`src/hdl/gclfu_pkg.sv`:
```
// Shared types and constants of the glyph cache replacement block.
package gclfu_pkg;

	localparam int SLOTS_DEF      = 32;
	localparam int COUNT_BITS_DEF = 16;

	localparam int CAP_W    = 8;
	localparam int GCOUNT_W = 6;
	localparam int SLOT_W   = 5;
	localparam int CODE_W   = 32;
	localparam int ENTRY_W  = 5;
	localparam int KIND_W   = 3;
	localparam int TOTAL_W  = 6;
	localparam int CFG_IDX_W  = 1;
	localparam int CFG_DATA_W = 8;

	localparam logic [CAP_W-1:0] CAP_RESET = 8'd100;

	typedef enum logic [CFG_IDX_W-1:0] {
		REG_CACHE_CAPACITY = 1'b0,
		REG_GLYPH_COUNT    = 1'b1
	} reg_idx_t;

	typedef enum logic [KIND_W-1:0] {
		KIND_EVICT = 3'd0,
		KIND_HIT   = 3'd1,
		KIND_FILL  = 3'd2,
		KIND_NONE  = 3'd3,
		KIND_LOAD  = 3'd4
	} kind_t;

	typedef enum logic {
		MODE_LOAD    = 1'b0,
		MODE_REQUEST = 1'b1
	} mode_t;

	typedef struct packed {
		logic                mode;
		logic [SLOT_W-1:0]   slot;
		logic [CODE_W-1:0]   char_code;
	} in_word_t;

	typedef struct packed {
		kind_t               kind;
		logic [ENTRY_W-1:0]  entry;
		logic                last;
	} out_word_t;

	typedef struct packed {
		logic take;
		logic do_load;
		logic rep_sel;
		logic look_start;
		logic look_step;
		logic found;
		logic bump_wr;
		logic min_start;
		logic min_step;
		logic emit_none;
		logic emit_hit;
		logic evict;
		logic fill;
	} gclfu_cmd_t;

	typedef struct packed {
		logic is_load;
		logic is_repeat;
		logic used_zero;
		logic look_hit;
		logic look_last;
		logic tgt_cached;
		logic need_evict;
		logic min_done;
		logic out_free;
	} gclfu_stat_t;

endpackage

```
`src/hdl/gclfu_chan_if.sv`:
```
// Valid/ready channel carrying one word per handshake.
interface gclfu_chan_if #(
	parameter type data_t = logic
) ();
	logic  valid;
	logic  ready;
	data_t data;

	modport source (output valid, output data, input ready);
	modport sink   (input valid, input data, output ready);
endinterface

```
`src/hdl/glyph_cache_lfu_policy.sv`:
```
// Glyph cache replacement policy, least frequently used, top level.
//
// Channels: req carries one word per item (mode, slot, char_code); rsp carries
// result words (kind, entry, last), last marking the final word of an item.
// Configuration: a write with cfg_we high stores cfg_data into register
// cfg_idx (0 cache_capacity, 1 glyph_count); write only while the block idles.
// One item is worked on at a time; req.ready drops from acceptance until the
// item's last result word is placed in the output register.
// A lookup scans the glyph table slots in order, and each eviction scans all
// SLOTS use counts for the least used cached slot. The scan pace is one slot
// a cycle, set by the single read port of the glyph table and of the use
// count memory.
// Reset: counts, cached flags and history clear at once through per-slot
// valid bits; capacity returns to 100, glyph_count to 0. No clearing pass.
// A stalled receiver holds the result word in the output register and
// freezes the sequencer; the next item may be accepted while the last word
// of the previous one still waits.
module glyph_cache_lfu_policy #(
	parameter int SLOTS      = gclfu_pkg::SLOTS_DEF,
	parameter int COUNT_BITS = gclfu_pkg::COUNT_BITS_DEF
) (
	input  logic                              clk,
	input  logic                              arst_n,
	input  logic                              cfg_we,
	input  logic [gclfu_pkg::CFG_IDX_W-1:0]   cfg_idx,
	input  logic [gclfu_pkg::CFG_DATA_W-1:0]  cfg_data,
	gclfu_chan_if.sink                        req,
	gclfu_chan_if.source                      rsp
);
	import gclfu_pkg::*;

	gclfu_cmd_t  cmd;
	gclfu_stat_t st;
	logic        in_ready;

	assign req.ready = in_ready;

	gclfu_ctrl u_ctrl (
		.clk      (clk),
		.arst_n   (arst_n),
		.in_valid (req.valid),
		.in_ready (in_ready),
		.st       (st),
		.cmd      (cmd)
	);

	gclfu_dp #(
		.SLOTS      (SLOTS),
		.COUNT_BITS (COUNT_BITS)
	) u_dp (
		.clk       (clk),
		.arst_n    (arst_n),
		.cfg_we    (cfg_we),
		.cfg_idx   (cfg_idx),
		.cfg_data  (cfg_data),
		.in_data   (req.data),
		.out_ready (rsp.ready),
		.out_valid (rsp.valid),
		.out_data  (rsp.data),
		.cmd       (cmd),
		.st        (st)
	);

endmodule

```
`src/hdl/gclfu_ctrl.sv`:
```
// Sequencer for load, lookup, count update, eviction scan and result words.
module gclfu_ctrl (
	input  logic                clk,
	input  logic                arst_n,
	input  logic                in_valid,
	output logic                in_ready,
	input  gclfu_pkg::gclfu_stat_t st,
	output gclfu_pkg::gclfu_cmd_t  cmd
);
	import gclfu_pkg::*;

	typedef enum logic [3:0] {
		S_IDLE,
		S_DISPATCH,
		S_LOOK,
		S_BUMP_RD,
		S_BUMP_WR,
		S_EVICT_CHK,
		S_MIN_SCAN,
		S_EMIT_LOAD,
		S_EMIT_NONE,
		S_EMIT_HIT,
		S_EMIT_EVICT,
		S_EMIT_FILL
	} state_t;

	state_t state_q;
	logic   rdy_q;
	logic   rep_q;

	assign in_ready = rdy_q;

	always_comb begin
		cmd            = '0;
		cmd.take       = rdy_q && in_valid;
		unique case (state_q)
			S_DISPATCH: begin
				cmd.rep_sel    = !st.is_load && st.is_repeat;
				cmd.look_start = !st.is_load && !st.is_repeat;
			end
			S_LOOK: begin
				cmd.look_step = 1'b1;
				cmd.found     = st.look_hit;
			end
			S_BUMP_WR:    cmd.bump_wr   = 1'b1;
			S_EVICT_CHK:  cmd.min_start = st.need_evict;
			S_MIN_SCAN:   cmd.min_step  = 1'b1;
			S_EMIT_LOAD:  cmd.do_load   = st.out_free;
			S_EMIT_NONE:  cmd.emit_none = st.out_free;
			S_EMIT_HIT:   cmd.emit_hit  = st.out_free;
			S_EMIT_EVICT: cmd.evict     = st.out_free;
			S_EMIT_FILL:  cmd.fill      = st.out_free;
			default: ;
		endcase
	end

	always_ff @(posedge clk or negedge arst_n) begin
		if (!arst_n) begin
			state_q <= S_IDLE;
			rdy_q   <= 1'b1;
			rep_q   <= 1'b0;
		end else begin
			unique case (state_q)
				S_IDLE: begin
					if (rdy_q && in_valid) begin
						rdy_q   <= 1'b0;
						state_q <= S_DISPATCH;
					end
				end
				S_DISPATCH: begin
					priority if (st.is_load) begin
						state_q <= S_EMIT_LOAD;
					end else if (st.is_repeat) begin
						rep_q   <= 1'b1;
						state_q <= S_BUMP_RD;
					end else begin
						rep_q   <= 1'b0;
						state_q <= st.used_zero ? S_EMIT_NONE : S_LOOK;
					end
				end
				S_LOOK: begin
					priority if (st.look_hit) begin
						state_q <= S_BUMP_RD;
					end else if (st.look_last) begin
						state_q <= S_EMIT_NONE;
					end else begin
						state_q <= S_LOOK;
					end
				end
				S_BUMP_RD: state_q <= S_BUMP_WR;
				S_BUMP_WR: begin
					state_q <= (rep_q || st.tgt_cached) ? S_EMIT_HIT : S_EVICT_CHK;
				end
				S_EVICT_CHK: begin
					state_q <= st.need_evict ? S_MIN_SCAN : S_EMIT_FILL;
				end
				S_MIN_SCAN: begin
					if (st.min_done) begin
						state_q <= S_EMIT_EVICT;
					end
				end
				S_EMIT_EVICT: begin
					if (st.out_free) begin
						state_q <= S_EVICT_CHK;
					end
				end
				S_EMIT_LOAD, S_EMIT_NONE, S_EMIT_HIT, S_EMIT_FILL: begin
					if (st.out_free) begin
						rdy_q   <= 1'b1;
						state_q <= S_IDLE;
					end
				end
				default: begin
					rdy_q   <= 1'b1;
					state_q <= S_IDLE;
				end
			endcase
		end
	end

endmodule

```
`src/hdl/gclfu_dp.sv`:
```
// Glyph table, use counts, cached flags, scan pipelines and result register.
module gclfu_dp #(
	parameter int SLOTS      = gclfu_pkg::SLOTS_DEF,
	parameter int COUNT_BITS = gclfu_pkg::COUNT_BITS_DEF
) (
	input  logic                                 clk,
	input  logic                                 arst_n,
	input  logic                                 cfg_we,
	input  logic [gclfu_pkg::CFG_IDX_W-1:0]      cfg_idx,
	input  logic [gclfu_pkg::CFG_DATA_W-1:0]     cfg_data,
	input  gclfu_pkg::in_word_t                  in_data,
	input  logic                                 out_ready,
	output logic                                 out_valid,
	output gclfu_pkg::out_word_t                 out_data,
	input  gclfu_pkg::gclfu_cmd_t                cmd,
	output gclfu_pkg::gclfu_stat_t               st
);
	import gclfu_pkg::*;

	localparam int IDX_W  = $clog2(SLOTS);
	localparam int USED_W = 7;
	localparam logic [IDX_W-1:0]  LAST_IDX  = IDX_W'(SLOTS - 1);
	localparam logic [USED_W-1:0] SLOTS_U   = USED_W'(SLOTS);
	localparam logic [COUNT_BITS-1:0] CNT_MAX = '1;

	logic [CAP_W-1:0]    cap_q;
	logic [GCOUNT_W-1:0] gcount_q;

	logic                mode_q;
	logic [SLOT_W-1:0]   slot_q;
	logic [CODE_W-1:0]   code_q;

	logic [CODE_W-1:0]   prev_char_q;
	logic [IDX_W-1:0]    prev_slot_q;
	logic                prev_found_q;
	logic [IDX_W-1:0]    tgt_q;

	logic [SLOTS-1:0]    cached_q;
	logic [SLOTS-1:0]    cnt_vld_q;
	logic [TOTAL_W-1:0]  total_q;

	logic [CODE_W-1:0]     glyph_mem [SLOTS];
	logic [COUNT_BITS-1:0] cnt_mem [SLOTS];

	logic [IDX_W-1:0]    look_idx_q;
	logic                look_vld_s1;
	logic [IDX_W-1:0]    look_idx_s1;
	logic [CODE_W-1:0]   gdata_s1;

	logic [IDX_W-1:0]    min_idx_q;
	logic                min_vld_s1;
	logic [IDX_W-1:0]    min_idx_s1;
	logic                any_q;
	logic [COUNT_BITS-1:0] best_q;
	logic [IDX_W-1:0]    victim_q;

	logic [COUNT_BITS-1:0] cnt_rd_s1;
	logic                  cnt_rv_s1;
	logic [COUNT_BITS-1:0] cnt_eff;
	logic [IDX_W-1:0]      cnt_raddr;

	logic                out_vld_q;
	out_word_t           out_q;

	logic [USED_W-1:0]   used;
	logic [CAP_W-1:0]    cap_eff;
	logic                ld_ok;
	logic [IDX_W-1:0]    ld_addr;
	logic                min_take;

	assign used    = (USED_W'(gcount_q) > SLOTS_U) ? SLOTS_U : USED_W'(gcount_q);
	assign cap_eff = (cap_q == '0) ? CAP_W'(1) : cap_q;
	assign ld_ok   = USED_W'(slot_q) < SLOTS_U;
	assign ld_addr = IDX_W'(slot_q);
	assign cnt_raddr = cmd.min_step ? min_idx_q : tgt_q;
	assign cnt_eff = cnt_rv_s1 ? cnt_rd_s1 : '0;
	assign min_take = cmd.min_step && min_vld_s1 && cached_q[min_idx_s1] &&
		(!any_q || cnt_eff < best_q);

	assign st.is_load    = (mode_q == MODE_LOAD);
	assign st.is_repeat  = prev_found_q && (code_q == prev_char_q);
	assign st.used_zero  = (used == '0);
	assign st.look_hit   = look_vld_s1 && (gdata_s1 == code_q);
	assign st.look_last  = look_vld_s1 && ((USED_W'(look_idx_s1) + USED_W'(1)) == used);
	assign st.tgt_cached = cached_q[tgt_q];
	assign st.need_evict = (CAP_W'(total_q) >= cap_eff) && (|cached_q);
	assign st.min_done   = min_vld_s1 && (min_idx_s1 == LAST_IDX);
	assign st.out_free   = !out_vld_q || out_ready;

	assign out_valid = out_vld_q;
	assign out_data  = out_q;

	// memories: glyph codes and use counts
	always_ff @(posedge clk) begin
		if (cmd.do_load && ld_ok) begin
			glyph_mem[ld_addr] <= code_q;
		end
		gdata_s1 <= glyph_mem[look_idx_q];
		if (cmd.bump_wr) begin
			cnt_mem[tgt_q] <= (cnt_eff == CNT_MAX) ? cnt_eff : cnt_eff + COUNT_BITS'(1);
		end
		cnt_rd_s1 <= cnt_mem[cnt_raddr];
	end

	// item and scan payload
	always_ff @(posedge clk) begin
		if (cmd.take) begin
			mode_q <= in_data.mode;
			slot_q <= in_data.slot;
			code_q <= in_data.char_code;
		end
		look_idx_s1 <= look_idx_q;
		min_idx_s1  <= min_idx_q;
		if (min_take) begin
			best_q   <= cnt_eff;
			victim_q <= min_idx_s1;
		end
	end

	always_ff @(posedge clk or negedge arst_n) begin
		if (!arst_n) begin
			cap_q        <= CAP_RESET;
			gcount_q     <= '0;
			prev_char_q  <= '0;
			prev_slot_q  <= '0;
			prev_found_q <= 1'b0;
			tgt_q        <= '0;
			cached_q     <= '0;
			cnt_vld_q    <= '0;
			total_q      <= '0;
			look_idx_q   <= '0;
			look_vld_s1  <= 1'b0;
			min_idx_q    <= '0;
			min_vld_s1   <= 1'b0;
			any_q        <= 1'b0;
			cnt_rv_s1    <= 1'b0;
		end else begin
			cnt_rv_s1 <= cnt_vld_q[cnt_raddr];

			if (cfg_we) begin
				unique case (reg_idx_t'(cfg_idx))
					REG_CACHE_CAPACITY: cap_q <= cfg_data;
					REG_GLYPH_COUNT: begin
						gcount_q     <= cfg_data[GCOUNT_W-1:0];
						prev_found_q <= 1'b0;
					end
					default: ;
				endcase
			end

			if (cmd.do_load) begin
				prev_found_q <= 1'b0;
				if (ld_ok) begin
					cnt_vld_q[ld_addr] <= 1'b0;
					cached_q[ld_addr]  <= 1'b0;
					if (cached_q[ld_addr] && total_q != '0) begin
						total_q <= total_q - TOTAL_W'(1);
					end
				end
			end

			if (cmd.rep_sel) begin
				tgt_q <= prev_slot_q;
			end

			if (cmd.look_start) begin
				prev_char_q  <= code_q;
				prev_found_q <= 1'b0;
				look_idx_q   <= '0;
				look_vld_s1  <= 1'b0;
			end else if (cmd.look_step) begin
				look_vld_s1 <= 1'b1;
				if (look_idx_q != LAST_IDX) begin
					look_idx_q <= look_idx_q + IDX_W'(1);
				end
			end

			if (cmd.found) begin
				prev_found_q <= 1'b1;
				prev_slot_q  <= look_idx_s1;
				tgt_q        <= look_idx_s1;
			end

			if (cmd.bump_wr) begin
				cnt_vld_q[tgt_q] <= 1'b1;
			end

			if (cmd.min_start) begin
				min_idx_q  <= '0;
				min_vld_s1 <= 1'b0;
				any_q      <= 1'b0;
			end else if (cmd.min_step) begin
				min_vld_s1 <= 1'b1;
				if (min_idx_q != LAST_IDX) begin
					min_idx_q <= min_idx_q + IDX_W'(1);
				end
				if (min_take) begin
					any_q <= 1'b1;
				end
			end

			if (cmd.evict) begin
				cached_q[victim_q] <= 1'b0;
				total_q            <= total_q - TOTAL_W'(1);
			end

			if (cmd.fill) begin
				cached_q[tgt_q] <= 1'b1;
				total_q         <= total_q + TOTAL_W'(1);
			end
		end
	end

	// result word register
	always_ff @(posedge clk or negedge arst_n) begin
		if (!arst_n) begin
			out_vld_q <= 1'b0;
		end else if (cmd.do_load || cmd.emit_none || cmd.emit_hit || cmd.evict || cmd.fill) begin
			out_vld_q <= 1'b1;
		end else if (out_ready) begin
			out_vld_q <= 1'b0;
		end
	end

	always_ff @(posedge clk) begin
		priority if (cmd.do_load) begin
			out_q <= '{kind: KIND_LOAD, entry: slot_q, last: 1'b1};
		end else if (cmd.emit_none) begin
			out_q <= '{kind: KIND_NONE, entry: '0, last: 1'b1};
		end else if (cmd.emit_hit) begin
			out_q <= '{kind: KIND_HIT, entry: ENTRY_W'(tgt_q), last: 1'b1};
		end else if (cmd.evict) begin
			out_q <= '{kind: KIND_EVICT, entry: ENTRY_W'(victim_q), last: 1'b0};
		end else if (cmd.fill) begin
			out_q <= '{kind: KIND_FILL, entry: ENTRY_W'(tgt_q), last: 1'b1};
		end else begin
			out_q <= out_q;
		end
	end

endmodule

```
`src/flat_wrapper.sv`:
```
// flat-port wrapper written by rule: the top's interface ports become plain ports
module glyph_cache_lfu_policy_flat import gclfu_pkg::*;
#(
	parameter int SLOTS      = gclfu_pkg::SLOTS_DEF,
	parameter int COUNT_BITS = gclfu_pkg::COUNT_BITS_DEF
)
  (clk, arst_n, cfg_we, cfg_idx, cfg_data, req_valid, req_data, req_ready, rsp_valid, rsp_data, rsp_ready);
  gclfu_chan_if #(.data_t(in_word_t)) req_i ();
  gclfu_chan_if #(.data_t(out_word_t)) rsp_i ();
  input  logic clk;
  input  logic arst_n;
  input  logic cfg_we;
  input  logic [gclfu_pkg::CFG_IDX_W-1:0] cfg_idx;
  input  logic [gclfu_pkg::CFG_DATA_W-1:0] cfg_data;
  input wire logic [$bits(req_i.valid)-1:0] req_valid;
  input wire logic [$bits(req_i.data)-1:0] req_data;
  output wire logic [$bits(req_i.ready)-1:0] req_ready;
  output wire logic [$bits(rsp_i.valid)-1:0] rsp_valid;
  output wire logic [$bits(rsp_i.data)-1:0] rsp_data;
  input wire logic [$bits(rsp_i.ready)-1:0] rsp_ready;
  assign req_i.valid = req_valid;
  assign req_i.data = req_data;
  assign req_ready = req_i.ready;
  assign rsp_valid = rsp_i.valid;
  assign rsp_data = rsp_i.data;
  assign rsp_i.ready = rsp_ready;
  glyph_cache_lfu_policy #(.SLOTS(SLOTS), .COUNT_BITS(COUNT_BITS)) u_core (.clk(clk), .arst_n(arst_n), .cfg_we(cfg_we), .cfg_idx(cfg_idx), .cfg_data(cfg_data), .req(req_i), .rsp(rsp_i));
endmodule
```
`config.mk`:
```
export PLATFORM = sky130hd
export DESIGN_NAME = glyph_cache_lfu_policy_flat
export DESIGN_NICKNAME = d
export VERILOG_FILES = /design/src/hdl/gclfu_pkg.sv /design/src/hdl/gclfu_chan_if.sv /design/src/hdl/glyph_cache_lfu_policy.sv /design/src/hdl/gclfu_ctrl.sv /design/src/hdl/gclfu_dp.sv /design/src/flat_wrapper.sv
export SDC_FILE = /design/constraint.sdc
export NUM_CORES = 2
export LEC_CHECK = 0
export BUFFER_PORTS_ARGS = -buffer_cell sky130_fd_sc_hd__buf_2
export CAP_MARGIN = 10
export CORE_MARGIN = 2
export CORE_UTILIZATION = 50
export CTS_BUF_LIST = sky130_fd_sc_hd__clkbuf_4
export CTS_CLUSTER_SIZE = 20
export DETAILED_ROUTE_END_ITERATION = 8
export PLACE_DENSITY = 0.63
export RECOVER_POWER = 100
export SYNTH_ARGS = -nofsm -noshare
export SYNTH_HDL_FRONTEND = slang
export SYNTH_SLANG_ARGS = --single-unit
export TNS_END_PERCENT = 20
```
`constraint.sdc`:
```
create_clock -name clk -period 8.55 [get_ports clk]
set_input_delay 1.2825 -clock clk [delete_from_list [all_inputs] [get_ports clk]]
set_output_delay 1.2825 -clock clk [all_outputs]
set_load 0.1 [all_outputs]
```
# Word level (Yosys, flattened, before mapping)
# Memory sizes are Yosys's and may differ from the RTL's. A register that Yosys moved wholly into a read port is not among the register bits.
# Cells that the tools add are included.
[word_totals]
regBits = 226
latchBits = 0
ramBits = 1536
rom_bits = 0
mem_count = 2
[op_classes]
add_sub_neg = 6
mul = 0
n_div = 0
magnitude_cmp = 11
n_eq_ne = 22
shifts = 0
mux = 85
n_bitwise = 9
reduce_logical = 57
[mem_list]
columns = ["name", "words", "width", "rd", "rd_ports_with_merged_regs", "write_ports", "line", "text"]
rows = [
  ["u_core.u_dp.glyph_mem", 32, 32, 1, 1, 1, "gclfu_dp.sv:42", "logic [CODE_W-1:0] glyph_mem [SLOTS];"],
  ["u_core.u_dp.cnt_mem", 32, 16, 1, 1, 1, "gclfu_dp.sv:43", "logic [COUNT_BITS-1:0] cnt_mem [SLOTS];"],
]
[ops]
columns = ["op", "n"]
rows = [
  ["$mux W32", 5],
  ["$and A32 B32 Y32", 3],
  ["$eq A32 B32 Y1", 2],
  ["$not A32 Y32", 2],
  ["$or A32 B32 Y32", 2],
  ["$mux W5", 9],
  ["$mux W4", 11],
  ["$mux W1", 36],
  ["$mux W6", 6],
  ["$mux W9", 4],
  ["$pmux W4 S9", 1],
  ["$mux W16", 2],
  ["$reduce_or A32 Y1", 1],
  ["$lt A5 B6 Y1 const B", 5],
  ["$bmux W1 S5", 4],
  ["$add A16 B1 Y16 const B", 1],
  ["$eq A16 B16 Y1 const B", 1],
  ["$eq A4 B3 Y1 const B", 4],
  ["$eq A4 B4 Y1 const B", 4],
  ["$lt A16 B16 Y1", 1],
  ["$reduce_and A2 Y1", 8],
  ["$reduce_bool A2 Y1", 8],
  ["$demux W1 S5", 3],
  ["$ge A5 B1 Y1 const B", 3],
  ["other kinds (32)", 64],
]

# Logic depth before layout (Yosys ltp)
[depth]
word_depth = 11
ltp_mapped = 13

# By module
# From an unflattened synthesis, not the netlist that was laid out.
[hier_totals]
hier_cells = 3711
hier_area_um2 = 72325.6
[by_module_without_submodules]
columns = ["module", "instances", "cells_each", "area_each_um2", "seq_area_each_um2"]
rows = [
  ["gclfu_dp", 1, 3623, 71596.2, 52844.4],
  ["gclfu_ctrl", 1, 88, 729.4, 151.4],
]

# Worst setup path after synthesis
# Ideal clock, no wire load.
[synth_path]
path_kind = "input-to-reg"
startpoint = "in rsp_ready"
endpoint = "mem u_core.u_dp.glyph_mem[0][0] (enable)"
setup_time_ns = 0.423
arrival_ns = 3.786
required_time_ns = 8.127
path_slack_ns = 4.341
path_stages = 6
cell_sequence = "nor2b_1 -> or3_1 -> clkbuf_1 -> or4_1 -> clkbuf_1 -> nor2_1"
[synth_between]
elab_chain_len = 4
[synth_rtl]
columns = ["item", "line", "text"]
rows = [
  ["start, declared", "flat_wrapper.sv:20", "input wire logic [$bits(rsp_i.ready)-1:0] rsp_ready;"],
  ["$logic_or A1 B1 Y1", "gclfu_dp.sv:88", "assign st.out_free = !out_vld_q || out_ready;"],
  ["$mux W1", "gclfu_ctrl.sv:36", "unique case (state_q)"],
  ["$mux W1", "gclfu_dp.sv:95", "if (cmd.do_load && ld_ok) begin"],
  ["$mux W1 (implied by the code)", "gclfu_dp.sv:96", "glyph_mem[ld_addr] <= code_q;"],
  ["end, declared", "gclfu_dp.sv:42", ""],
]
# Every way passes these cells.

# Worst setup path in the final report
[layout_path]
startpoint = "reg u_core.u_dp.code_q[1]"
endpoint = "reg u_core.u_dp.prev_char_q[27]"
[layout_between]
elab_chain_len = 5
[layout_rtl]
columns = ["item", "line", "text"]
rows = [
  ["start, declared", "gclfu_dp.sv:31", "logic [CODE_W-1:0] code_q;"],
  ["start signal, assigned", "gclfu_dp.sv:110", "code_q <= in_data.char_code;"],
  ["$eq A32 B32 Y1", "gclfu_dp.sv:81", "assign st.is_repeat = prev_found_q && (code_q == prev_char_q);"],
  ["$logic_and A1 B1 Y1", "gclfu_dp.sv:81", ""],
  ["$logic_not A1 Y1", "gclfu_ctrl.sv:39", "cmd.look_start = !st.is_load && !st.is_repeat;"],
  ["$logic_and A1 B1 Y1", "gclfu_ctrl.sv:39", ""],
  ["$mux W2", "gclfu_ctrl.sv:36", ""],
  ["end signal, assigned", "gclfu_dp.sv:167", "prev_char_q <= code_q;"],
  ["end, declared", "gclfu_dp.sv:33", "logic [CODE_W-1:0] prev_char_q;"],
]
# Every way passes these cells.
# A chain may end at the register's enable or synchronous reset.

==> results_dict.tcl <==
set metrics [dict create \
    max_freq_mhz 165 \
    grt_pass1_vias 40300 \
    cts.clk_slew.worst_paths_ps 70 \
    cts_tree "done" \
    synth_cell_types 74 \
    critPathMaxFanout 38 \
    final.period_utilization 0.710 \
    async_flop_share 0.0818 \
    num_rows 138 \
    yosys_warnings 0 \
    die_area_sq_mm 0.146 \
    hold_depth 1 \
    dp_cells 5881 \
    reg2reg_from "u_core.u_dp.code_q[1]" \
    drv_slew 3312 \
    synthesis.nets 4099 \
    wl_met3_um 18500 \
    drt_iter0_markers 4705 \
    power.density_mw_per_mm2 298 \
    critPathLaunch "u_core.u_dp.code_q[1]" \
    cts_made_buffers 464 \
    worst_clock_skew_ps 137 \
    drt-vias-per-instance 6.00 \
    ir_worst_vdd_mv 0.225 \
    synth_seq_cells 1810 \
    antenna_found_initial 17 \
    cap_violations 99 \
    finalHoldViolCount 0 \
    grt.overflow.total 0 \
    critPathSlowestCell "clkbuf_1" \
    grt_pass1_wl_um 268000 \
    whs_ps 139 \
    grtUsageTotal 0.251 \
    violations "capacitance limit, slew limit" \
    path_class "flop to flop" \
    ctsHtreeMaxLevel 5 \
    r2r_slack_ps 2480 \
    setup_viol 0 \
    worst_ep_arrival_time_ps 7260 \
    p_leak_nw 26.3 \
    critPathLaunchType "flop" \
    ctsRootBufferMaster "clkbuf_4" \
    clk_latency_ps 1400 \
    slowest_delay_ps 1430 \
    fp.dieH_um 383 \
    synthToLayoutAreaGrowth_pct 11.4 \
    dp.final_hpwl_um 102000 \
    portBuffers 62 \
    setup_tns_ps 0 \
    reg2reg_depth 8 \
    cp_cell_sequence "clkbuf_1 -> xnor2_1 -> nand4_1 -> nor4_1 -> nand4_1 -> o21ba_1 -> clkbuf_1 -> mux2_2" \
    rr_endpoint "u_core.u_dp.prev_char_q[27]" \
    ctsResizeCount 0 \
    syn_area_per_cell_sq_um 17.8 \
    top_layer_used "met5" \
    synth.area.top_cells "edfxtp_1, mux4_2, dfrtp_1" \
    drt-wirelength-per-cell_um 27.3 \
    start_util 0.505 \
    dr_wl_met2_um 83000 \
    drc 0 \
    cts_sinks 1810 \
    hp-start "req_data[5]" \
    finalNetCount 4549 \
    outcome "complete, but fails checks" \
    rsz0062_at_grt "no" \
    max_slew_margin -1.98 \
    yosys.area.top_type "edfxtp_1" \
    synth_area_sq_mm 0.0717 \
    ioPinCount 63 \
    post-route-min-period_ps 6070 \
    tightest_slew_ps 4480 \
    synth_edf_count 1600 \
    required_ps 9740 \
    seq_area_frac_synth 0.739 \
    die_w_um 383 \
    wl_um 183000 \
    synthFlopType "edfxtp_1" \
    yosysTopAreaCellShare 0.670 \
    end_kind "flop" \
    grt_max_degree 191 \
    layout-drive-gt1-share 0.257 \
    drtAntennaViolNets 0 \
    clk_path_buf_depth 4 \
    holdPathEnd "u_core.u_dp.code_q[5]" \
    gp_congestion 0.865 \
    hp-class "input port to flop" \
    final-instance-count-excl-fill 6699 \
    vias 40200 \
    syn_inst 4015 \
    met1_length_um 76900 \
    drt_first_pass_iters 6 \
    core_area_sq_mm 0.142 \
]
where the power goes:
group,switching (mW),leakage (nW),internal [mW],total [mW]
clock,3.40,3.39,3.65,7.05
combinational,3.23,6.24,2.27,5.50
sequential,0.537,16.7,10.7,11.3
total,7.17,26.3,16.6,23.8
registers in the layout, indices dropped and copies added, names as in the netlist, 8 cells and up:
register and flops:
u_core.u_dp.best_q 16, u_core.u_dp.cached_q 32, u_core.u_dp.cap_q 8, u_core.u_dp.cnt_mem 512, u_core.u_dp.cnt_rd_s1 16, u_core.u_dp.cnt_vld_q 32
u_core.u_dp.code_q 32, u_core.u_dp.gdata_s1 32, u_core.u_dp.glyph_mem 1024, u_core.u_dp.out_data 9, u_core.u_dp.prev_char_q 32
repair_timing:
action,CTS,global route
endpoints found under the setup margin,0,0
hold buffers,7,0
endpoints found under the hold margin,74,0
setup buffers,0,0
metrics by stage:
| stage | utilization | setup WS, ps | power (mW) | cell area (sq um) |
|---|---|---|---|---|
| floorplan | - | 4340 | 15.0 | 71700 |
| global placement | 0.527 | 4520 | 16.9 | 74800 |
| detailed placement | 0.527 | 4430 | 16.9 | 74800 |
| CTS | 0.567 | 4440 | 24.0 | 80500 |
| global route | 0.562 | 2120 | 24.9 | 79800 |
| finish | 0.562 | 2480 | 23.8 | 79800 |
worst max-delay path: cells and delay by family (launching register included):
| kind | cells | cell delay (ps) |
|---|---|---|
| and+or+nand+nor | 3 | 1890 |
| muxes | 1 | 660 |
| AOI/OAI and AO/OA | 1 | 340 |
| DFF | 1 | 320 |
| buffers and inverters | 2 | 2390 |
| xor gates and xnor gates | 1 | 210 |
worst max-delay path by stage:
stage,depth (start not counted),slack [ps],to
2_1_floorplan,6,4340,u_core.u_dp.glyph_mem[0][0]
3_3_place_gp,8,4520,u_core.u_dp.cnt_rd_s1[0]
3_5_place_dp,8,4430,u_core.u_dp.cnt_rd_s1[0]
4_1_cts,8,4440,u_core.u_dp.cnt_rd_s1[0]
5_1_grt,8,2120,u_core.u_dp.cnt_rd_s1[10]
6_report,8,2480,u_core.u_dp.prev_char_q[27]
synthesized netlist by cell type, types with 37 or more instances:
cell type	n
a31oi_1	55
mux4_2	340
dfrtp_1	144
nand4_1	55
nand2_1	443
clkbuf_1	104
mux2_2	82
buf_2	75
nand3_1	164
edfxtp_1	1600
o21ai_0	129
mux2i_1	105
xnor2_1	41
xor2_1	51
nor2_1	126
dfxtp_1	62
o22ai_1	37
cell type report:
cell class	instances	area [sq um]
diodes	3	7.51
clock buffers	673	5050
clock inverters	134	579
fillers	11100	62100
inverters	35	131
multi-input cells	1951	17700
flip-flops and latches	1810	53000
well taps	1890	2360
repair buffers	203	1020
cells in the final DEF, fill, tap and decap left out, types with 62 or more instances in the layout:
cell type  Yosys  final
clkbuf_1     104    123
mux4_2       340    340
nand2_1      443    440
mux2_2        82     80
dfxtp_1       62     62
o21ai_0      129    129
edfxtp_1    1600   1600
clkinv_1       0    106
nand3_1      164    164
clkbuf_4       0    673
mux2i_1      105    105
nor2_1       126    109
dfrtp_1      144    144
routing by layer:
metal  up-vias  GRT usage
met5         -          0
met4         6     0.0840
met3       291     0.0708
met2      2020      0.369
met1     20700      0.364
li1      17200          -
kinds of logic after synthesis:
logic type,after synthesis,share of synthesized area
DFF,1810,0.739
AOI/OAI and AO/OA,350,0.0314
and+or+nand+nor,948,0.0606
xor gates and xnor gates,92,0.0112
buffers and inverters,254,0.0167
adders and majority gates,32,0.00569
muxes,529,0.135
Power figures use the tool's default switching activity.
